File: config.mk
export PLATFORM = sky130hd
export DESIGN_NAME = table_xor_seed_random_range
export DESIGN_NICKNAME = d
export VERILOG_FILES = /design/src/hw/rtl/tsr_pkg.sv /design/src/hw/rtl/tsr_ram.sv /design/src/hw/rtl/table_xor_seed_random_range.sv
export VERILOG_INCLUDE_DIRS = /design/src /design/src/hw/rtl
export SDC_FILE = /design/constraint.sdc
export NUM_CORES = 1
export LEC_CHECK = 0
export ABC_AREA = 1
export BUFFER_PORTS_ARGS = -buffer_cell sky130_fd_sc_hd__clkbuf_2
export CAP_MARGIN = 20
export CORE_MARGIN = 3
export CORE_UTILIZATION = 62
export CTS_CLUSTER_SIZE = 30
export DETAILED_ROUTE_END_ITERATION = 12
export PLACE_DENSITY = 0.85
export RECOVER_POWER = 25
export SLEW_MARGIN = 20
export SYNTH_ARGS = -nofsm -noshare
export SYNTH_HDL_FRONTEND = slang
export SYNTH_SLANG_ARGS = --single-unit
File: constraint.sdc
create_clock -name clock -period 6.7 [get_ports clock]
set_input_delay 1.34 -clock clock [delete_from_list [all_inputs] [get_ports clock]]
set_output_delay 1.34 -clock clock [all_outputs]
set_load 0.03 [all_outputs]
File: src/hw/rtl/table_xor_seed_random_range_macros.svh
// Assertion macros for the tsr block.
`ifndef TABLE_XOR_SEED_RANDOM_RANGE_MACROS_SVH
`define TABLE_XOR_SEED_RANDOM_RANGE_MACROS_SVH

// Same-cycle implication.
`define TSR_ASSERT_NOW(label, clk, rst, ante, cons, msg) \
   label: assert property (@(posedge clk) disable iff (rst) (ante) |-> (cons)) \
      else $error(msg);

// Next-cycle implication.
`define TSR_ASSERT_NEXT(label, clk, rst, ante, cons, msg) \
   label: assert property (@(posedge clk) disable iff (rst) (ante) |=> (cons)) \
      else $error(msg);

`endif

File: src/hw/rtl/tsr_pkg.sv
package tsr_pkg;

   localparam int SEED_BITS     = 32;
   localparam int WORD_BITS     = 31;
   localparam int SLOT_BITS     = 4;
   localparam int FRACTION_BITS = 16;
   localparam int VALUE_BITS    = 32;
   localparam int SPAN_BITS     = 34;

   localparam logic CMD_LOAD  = 1'b0;
   localparam logic CMD_QUERY = 1'b1;

   localparam int STATE_BITS = 3;
   typedef logic [STATE_BITS-1:0] state_type;

   localparam state_type S_IDLE = 3'd0;
   localparam state_type S_RD0  = 3'd1;
   localparam state_type S_RD1  = 3'd2;
   localparam state_type S_RD2  = 3'd3;
   localparam state_type S_RD3  = 3'd4;
   localparam state_type S_DIV  = 3'd5;
   localparam state_type S_FIN  = 3'd6;

endpackage

File: src/hw/rtl/tsr_ram.sv
module tsr_ram #(
   parameter int WIDTH = 31,
   parameter int DEPTH = 16,
   localparam int ADDR_BITS = $clog2(DEPTH)
) (
   input  logic                 clock,
   input  logic                 wr_en,
   input  logic [ADDR_BITS-1:0] wr_addr,
   input  logic [WIDTH-1:0]     wr_data,
   input  logic [ADDR_BITS-1:0] rd_addr,
   output logic [WIDTH-1:0]     rd_data
);

   logic [WIDTH-1:0] mem_ff [DEPTH];
   logic [WIDTH-1:0] rd_data_ff;

   always_ff @(posedge clock) begin
      if (wr_en) begin
         mem_ff[wr_addr] <= wr_data;
      end
      rd_data_ff <= mem_ff[rd_addr];
   end

   assign rd_data = rd_data_ff;

endmodule

File: src/hw/rtl/table_xor_seed_random_range.sv
// A query, once accepted, makes three table reads through one RAM port, then computes
// one remainder bit per cycle in a shared compare/subtract unit. An inverted range skips
// the division. A new query is not accepted until the last one has finished.
// Throughput: one load per cycle while idle (no query in flight).
// Reset: synchronous, clears the sequencer and rsp_valid; table contents are not
// cleared and are undefined until loaded.
`include "table_xor_seed_random_range_macros.svh"

module table_xor_seed_random_range
   import tsr_pkg::*;
#(
   parameter int TABLE_DEPTH = 16,
   parameter int INDEX_BITS  = 4,
   parameter int ENTRY_BITS  = 31
) (
   input  logic                         clock,
   input  logic                         reset,
   input  logic                         req_valid,
   output logic                         req_ready,
   input  logic                         req_cmd,
   input  logic [SLOT_BITS-1:0]         req_slot,
   input  logic [WORD_BITS-1:0]         req_entry_word,
   input  logic signed [SEED_BITS-1:0]  req_seed,
   input  logic signed [VALUE_BITS-1:0] req_range_low,
   input  logic signed [VALUE_BITS-1:0] req_range_high,
   output logic                         rsp_valid,
   input  logic                         rsp_ready,
   output logic [WORD_BITS-1:0]         rsp_raw_value,
   output logic [FRACTION_BITS-1:0]     rsp_fraction,
   output logic signed [VALUE_BITS-1:0] rsp_ranged_value,
   output logic                         rsp_range_error
);

   localparam int ADDR_BITS  = $clog2(TABLE_DEPTH);
   localparam int WRAP_BITS  = (INDEX_BITS > SLOT_BITS) ? INDEX_BITS : SLOT_BITS;
   localparam int MAG_BITS   = 3 * INDEX_BITS;
   localparam int CNT_BITS   = $clog2(ENTRY_BITS);
   localparam int REM_BITS   = VALUE_BITS + 1;
   localparam int WRAP_SHIFT = WRAP_BITS + ADDR_BITS;
   localparam int RECIP_BITS = WRAP_SHIFT + 1;
   localparam int PROD_BITS  = WRAP_BITS + RECIP_BITS;
   localparam logic [RECIP_BITS-1:0] WRAP_RECIP = RECIP_BITS'(
      ((longint'(1) << WRAP_SHIFT) + longint'(TABLE_DEPTH) - 1) / longint'(TABLE_DEPTH));
   localparam logic [CNT_BITS-1:0] CNT_LAST  = CNT_BITS'(ENTRY_BITS - 1);

   // index modulo depth by reciprocal multiply
   function automatic logic [ADDR_BITS-1:0] wrap_index(input logic [WRAP_BITS-1:0] v);
      logic [PROD_BITS-1:0]  p;
      logic [WRAP_BITS-1:0]  q;
      logic [WRAP_SHIFT-1:0] r;
      p = PROD_BITS'(v) * PROD_BITS'(WRAP_RECIP);
      q = WRAP_BITS'(p >> WRAP_SHIFT);
      r = WRAP_SHIFT'(v) - WRAP_SHIFT'(q) * WRAP_SHIFT'(TABLE_DEPTH);
      return r[ADDR_BITS-1:0];
   endfunction

   state_type                 state_ff, state_in;
   logic [MAG_BITS-1:0]       mag_ff, mag_in;
   logic [VALUE_BITS-1:0]     lo_ff, lo_in;
   logic [REM_BITS-1:0]       span_ff, span_in;
   logic                      err_ff, err_in;
   logic [ENTRY_BITS-1:0]     acc_ff, acc_in;
   logic [ENTRY_BITS-1:0]     dvd_ff, dvd_in;
   logic [REM_BITS-1:0]       rem_ff, rem_in;
   logic [CNT_BITS-1:0]       cnt_ff, cnt_in;
   logic                      rsp_valid_ff, rsp_valid_in;
   logic [ENTRY_BITS-1:0]     raw_out_ff, raw_out_in;
   logic [VALUE_BITS-1:0]     ranged_out_ff, ranged_out_in;
   logic                      err_out_ff, err_out_in;

   logic [SEED_BITS-1:0]      seed_mag;
   logic [SPAN_BITS-1:0]      span_full;
   logic [REM_BITS:0]         trial;
   logic [ENTRY_BITS-1:0]     rd_data;
   logic [ADDR_BITS-1:0]      rd_addr;
   logic                      wr_en;
   logic [ENTRY_BITS-1:0]     acc_last;

   assign req_ready = (state_ff == S_IDLE);
   assign wr_en     = req_valid && req_ready && (req_cmd == CMD_LOAD);

   assign seed_mag  = req_seed[SEED_BITS-1] ? (SEED_BITS'(0) - req_seed) : req_seed;
   assign span_full = SPAN_BITS'(req_range_high) - SPAN_BITS'(req_range_low)
                      + SPAN_BITS'(1);
   assign trial     = {rem_ff, dvd_ff[ENTRY_BITS-1]};
   assign acc_last  = acc_ff ^ rd_data;

   always_comb begin
      case (state_ff)
         S_RD1:   rd_addr = wrap_index(WRAP_BITS'(mag_ff[2*INDEX_BITS-1:INDEX_BITS]));
         S_RD2:   rd_addr = wrap_index(WRAP_BITS'(mag_ff[3*INDEX_BITS-1:2*INDEX_BITS]));
         default: rd_addr = wrap_index(WRAP_BITS'(mag_ff[INDEX_BITS-1:0]));
      endcase
   end

   tsr_ram #(
      .WIDTH(ENTRY_BITS),
      .DEPTH(TABLE_DEPTH)
   ) u_table (
      .clock  (clock),
      .wr_en  (wr_en),
      .wr_addr(wrap_index(WRAP_BITS'(req_slot))),
      .wr_data(req_entry_word[ENTRY_BITS-1:0]),
      .rd_addr(rd_addr),
      .rd_data(rd_data)
   );

   always_comb begin
      state_in      = state_ff;
      mag_in        = mag_ff;
      lo_in         = lo_ff;
      span_in       = span_ff;
      err_in        = err_ff;
      acc_in        = acc_ff;
      dvd_in        = dvd_ff;
      rem_in        = rem_ff;
      cnt_in        = cnt_ff;
      rsp_valid_in  = rsp_valid_ff;
      raw_out_in    = raw_out_ff;
      ranged_out_in = ranged_out_ff;
      err_out_in    = err_out_ff;

      if (rsp_valid_ff && rsp_ready) begin
         rsp_valid_in = 1'b0;
      end

      case (state_ff)
         S_IDLE: begin
            if (req_valid && (req_cmd == CMD_QUERY)) begin
               mag_in   = seed_mag[MAG_BITS-1:0];
               lo_in    = req_range_low;
               span_in  = span_full[REM_BITS-1:0];
               err_in   = span_full[SPAN_BITS-1] || (span_full == '0);
               state_in = S_RD0;
            end
         end
         S_RD0: begin
            state_in = S_RD1;
         end
         S_RD1: begin
            acc_in   = rd_data;
            state_in = S_RD2;
         end
         S_RD2: begin
            acc_in   = acc_last;
            state_in = S_RD3;
         end
         S_RD3: begin
            acc_in   = acc_last;
            dvd_in   = acc_last;
            rem_in   = '0;
            cnt_in   = '0;
            state_in = err_ff ? S_FIN : S_DIV;
         end
         S_DIV: begin
            if (trial >= {1'b0, span_ff}) begin
               rem_in = REM_BITS'(trial - {1'b0, span_ff});
            end else begin
               rem_in = trial[REM_BITS-1:0];
            end
            dvd_in = dvd_ff << 1;
            cnt_in = cnt_ff + CNT_BITS'(1);
            if (cnt_ff == CNT_LAST) begin
               state_in = S_FIN;
            end
         end
         S_FIN: begin
            if (!rsp_valid_ff || rsp_ready) begin
               raw_out_in    = acc_ff;
               ranged_out_in = err_ff ? lo_ff : (rem_ff[VALUE_BITS-1:0] + lo_ff);
               err_out_in    = err_ff;
               rsp_valid_in  = 1'b1;
               state_in      = S_IDLE;
            end
         end
         default: begin
            state_in = S_IDLE;
         end
      endcase
   end

   always_ff @(posedge clock) begin
      if (reset) begin
         state_ff     <= S_IDLE;
         rsp_valid_ff <= 1'b0;
      end else begin
         state_ff     <= state_in;
         rsp_valid_ff <= rsp_valid_in;
      end
   end

   always_ff @(posedge clock) begin
      mag_ff        <= mag_in;
      lo_ff         <= lo_in;
      span_ff       <= span_in;
      err_ff        <= err_in;
      acc_ff        <= acc_in;
      dvd_ff        <= dvd_in;
      rem_ff        <= rem_in;
      cnt_ff        <= cnt_in;
      raw_out_ff    <= raw_out_in;
      ranged_out_ff <= ranged_out_in;
      err_out_ff    <= err_out_in;
   end

   assign rsp_valid        = rsp_valid_ff;
   assign rsp_raw_value    = WORD_BITS'(raw_out_ff);
   assign rsp_fraction     = raw_out_ff[FRACTION_BITS-1:0];
   assign rsp_ranged_value = ranged_out_ff;
   assign rsp_range_error  = err_out_ff;

   `TSR_ASSERT_NEXT(a_query_starts_read, clock, reset,
      req_valid && req_ready && (req_cmd == CMD_QUERY), state_ff == S_RD0,
      "query beat did not start the table reads")
   `TSR_ASSERT_NOW(a_rem_below_span, clock, reset,
      state_ff == S_DIV, rem_ff < span_ff,
      "partial remainder not below span")
   `TSR_ASSERT_NOW(a_div_count_bound, clock, reset,
      state_ff == S_DIV, cnt_ff <= CNT_LAST,
      "division step count overran")
   `TSR_ASSERT_NOW(a_no_error_in_div, clock, reset,
      state_ff == S_DIV, !err_ff,
      "division running on an inverted range")

endmodule
==> metrics.md <==
| Metric | Value |
|---|---|
| Outcome | `finished, violations left` |
| Failing checks | `max-capacitance violations, max-slew violations` |
| Reg2reg path depth | `10` |
| CTS tree | `yes` |
| # nets final | `4142` |
| Synth Area per Inst | `10.2 sq um` |
| Cell Area, Synth | `roughly 0.038 sq mm` |
| Routed vias | `~29000` |
| Clock Sinks | `773` |
| Register bit count reported by yosys | `a little under 800` |
| Critical hold path startpoint | `acc_ff[19]` |
| H-tree depth | `3` |
| Number of global-route vias before repair | `27300` |
| IR Drop Worst-Case VDD | `0.000261 V` |
| # placed instances | `4573` |
| Maxcap violations | `1` |
| Area Overhead vs Synth | `11.0%` |
| Crit-path cells | `nand3_2, nand2_1, inv_2, nand2_4, nand3_4, buf_12, o21ai_0, o211ai_1, nand3_1, nand2_1` |
| Share of cells above drive strength 1 | `roughly a tenth` |
| CTS resizes | `0` |
| Mapped Cells | `approximately 3700` |
| Post-DR vias/cell | `between 6 and 7` |
| WL final | `101000 um` |
| Pin count of the biggest net entering global routing | `139` |
| Core region area | `0.0606 sq mm` |
| Filler Cells Inserted | `4165` |
| Place WS | `about 2500 ps` |
| Worst flop-to-flop path endpoint | `u_table.rd_data[2]` |
| Dpl hpwl | `62600 um` |
| Synth cell types | `50` |
| Post-route DRC | `0` |
| Total CTS buffers | `79` |
| Drt first-iter violations | `3859` |
| Max incr delay on CP | `between 800 and 900 ps` |
| Row cnt | `90` |
| Post-CTS setup repair buffer count | `0` |
| 1st-pass router iterations | `6` |
| DR WL/cell | `21.4 um` |
| WHS Path Cells | `0` |
| Reg2Reg Launch Point | `state_ff[1]` |
| Setup-failing EPs final | `0` |
| Worst Setup End Kind | `flip-flop` |
| CP most frequent cell | `nand2_1` |
| Syn Nets | `4001` |
| Setup TNS | `0 ps` |
| Crit Path Category | `reg -> reg` |
| Io pins | `approximately 220` |
| Root Buffer | `clkbuf_16` |
| Maximum clock frequency | `between 200 and 250 MHz` |
| Finished Core Util | `69.7%` |
| Clock Path Buffers | `3` |
| Asr flop ratio synth | `0%` |
| Post-synth EDFFs | `738` |
| Worst clock skew | `approximately 20 ps` |
| Worst hold path type | `reg -> reg` |
| Global route total overflow | `0` |
| Initial antenna violation count | `12` |
| Sequential share of the synthesized area | `60.1%` |
| First-pass GRT wire length | `approximately 150000 um` |
| Crit-path slowest cell | `nand3_4` |
| Fin cells | `about 4700` |
| Sequential cell area | `~0.023 sq mm` |
| Hold Fails Final Rpt | `0` |
| Die Y | `254 um` |
| Fin Hold WS | `478 ps` |
| Relative slew slack | `-29.1%` |
| Max Slew Vio Count | `41` |
| Worst Path Required | `7130 ps` |
| Remaining antenna violation count | `0` |
| Hold EP | `rsp_raw_value[19]` |
| Worst path bufs/invs | `2` |
| Final setup margin | `2460 ps` |
| Final worst-path cycle share | `between 60% and 70%` |
| Area of the multi-input gates | `0.0127 sq mm` |
| DIE AREA | `0.0644 sq mm` |
| CTS Hold Bufs | `0` |
| RSZ-0062 raised after global routing | `no` |
| Routability Congestion | `0.957` |
| Syn. warnings | `0` |
| Clock transition at the registers of the reported paths | `60 ps` |
| CP Max Fanout | `138` |
| CP delay by family, top | `simple AND/OR/NAND/NOR gates` |
| Tmin final | `4240 ps` |
| Worst-Skew Late Latency | `around 630 ps` |
| Initial Util | `62.8%` |
| Top FF cell, synth | `edfxtp_1` |
| Die X-Extent | `254 um` |
| Launching element type of the critical path | `flip-flop` |
| I/O Buffers | `about 200` |
| Worst slew pin tran | `1940 ps` |
| Crit path DAT | `4670 ps` |
| Setup slack, reg-to-reg | `2460 ps` |
| Total global-route track usage | `between 30% and 40%` |
| Leak pwr | `16.6 nW` |
| Power per cell area | `approximately 270 mW/mm^2` |
layout by cell type (no fill, tap or decap), types with 14 or more instances in the layout:
cell / synthesis / final
a21oi_1: 238 / 237
o211ai_1: 131 / 131
nand3_1: 190 / 189
nand4_1: 21 / 21
clkbuf_2: 1 / 140
clkinv_2: 0 / 14
buf_4: 19 / 35
clkbuf_1: 87 / 73
inv_1: 459 / 459
dfxtp_1: 35 / 35
xor2_1: 66 / 66
edfxtp_1: 738 / 738
nor3_1: 23 / 22
nand2_1: 731 / 731
a21oi_2: 23 / 22
nor2_1: 221 / 201
o21ai_0: 173 / 173
clkbuf_16: 0 / 81
or2_2: 16 / 16
o21ai_1: 134 / 134
xnor2_1: 18 / 18
ha_1: 131 / 131
a31oi_1: 126 / 126
nor2_4: 1 / 20
worst max-delay path by stage:
| stage | start | to | cells past startpoint |
|---|---|---|---|
| 6_report | state_ff[1] | u_table.rd_data[2] | 10 |
| 5_1_grt | state_ff[1] | u_table.rd_data[2] | 10 |
| 4_1_cts | state_ff[1] | u_table.rd_data[20] | 8 |
| 3_5_place_dp | req_valid | u_table.mem_ff[1][6] | 6 |
| 3_3_place_gp | req_valid | u_table.mem_ff[1][6] | 6 |
| 2_1_floorplan | req_cmd | err_ff | 2 |
registers in the layout, summed over array words and instances (netlist names):
register          flops
acc_ff               31
cnt_ff                5
dvd_ff               31
err_ff                1
lo_ff                32
mag_ff               12
rem_ff               33
rsp_range_error       1
rsp_ranged_value     32
rsp_raw_value        31
rsp_valid             1
span_ff              33
state_ff              3
u_table.mem_ff      496
u_table.rd_data      31
power breakdown:
part | switching (mW) | leakage, nW | internal [mW]
clock network | 1.86 | 1.29 | 2.59
logic | 0.986 | 8.39 | 0.444
registers | 0.0849 | 6.96 | 5.44
synth_stat cells, drive strengths merged, types with 3 or more instances:
| master | count | share of area [%] |
|---|---|---|
| buf | 88 | 1.5 |
| a21oi | 261 | 3.7 |
| a31oi | 126 | 2.1 |
| xnor2 | 18 | 0.41 |
| nand2 | 737 | 7.3 |
| clkbuf | 88 | 0.87 |
| o211ai | 131 | 2.6 |
| nand4 | 21 | 0.35 |
| inv | 466 | 4.6 |
| a21o | 8 | 0.16 |
| a21boi | 5 | 0.099 |
| and2 | 3 | 0.049 |
| nand3 | 192 | 2.6 |
| o21a | 9 | 0.18 |
| ha | 131 | 4.3 |
| nor3 | 23 | 0.30 |
| nor4 | 4 | 0.082 |
| nand3b | 12 | 0.24 |
| fa | 3 | 0.16 |
| nor2 | 224 | 2.2 |
| edfxtp | 738 | 58 |
| or2 | 16 | 0.26 |
| o21ai | 309 | 4.1 |
| o21bai | 5 | 0.099 |
| dfxtp | 35 | 1.8 |
| xor2 | 66 | 1.5 |
kinds of logic (layout without fill, tap and decap cells):
family | count (synthesis) | in the layout | synth area share (%)
fa+ha+maj | 134 | 134 | 4.47
simple gates | 1236 | 1236 | 13.5
xor+xnor | 84 | 84 | 1.93
compound gates | 860 | 860 | 13.1
buf+inv | 644 | 848 | 6.97
other cells | 0 | 8 | 0
flops | 773 | 773 | 60.1
metrics by stage:
stage	cell area, sq um	power, mW
after floorplan	38000	6.55
after global placement	39600	6.94
after detailed placement	39600	6.99
after CTS	42300	11.4
after global routing	42200	11.8
final	42200	11.4
routing by layer:
metal / share of wire [%] / wire length (um) / track usage, % / up-vias
met4: 3.8 / 3820 / 13.2 / 8
li1: - / - / - / 13300
met2: 45 / 46000 / 47.8 / 1826
met5: 0.056 / 57 / 0 / -
met3: 13 / 12700 / 7.05 / 302
met1: 38 / 38600 / 42.9 / 13600
final cells by class:
class	count	area share, %
inverters	468	4.17
repair buffers	236	2.90
diodes	8	0.0474
clock buffers	103	5.19
well taps	782	2.32
clock inverters	41	1.09
multi-input cells	2314	30.1
flip-flops and latches	773	54.1
No activity file was read; power rests on OpenSTA's default activity.
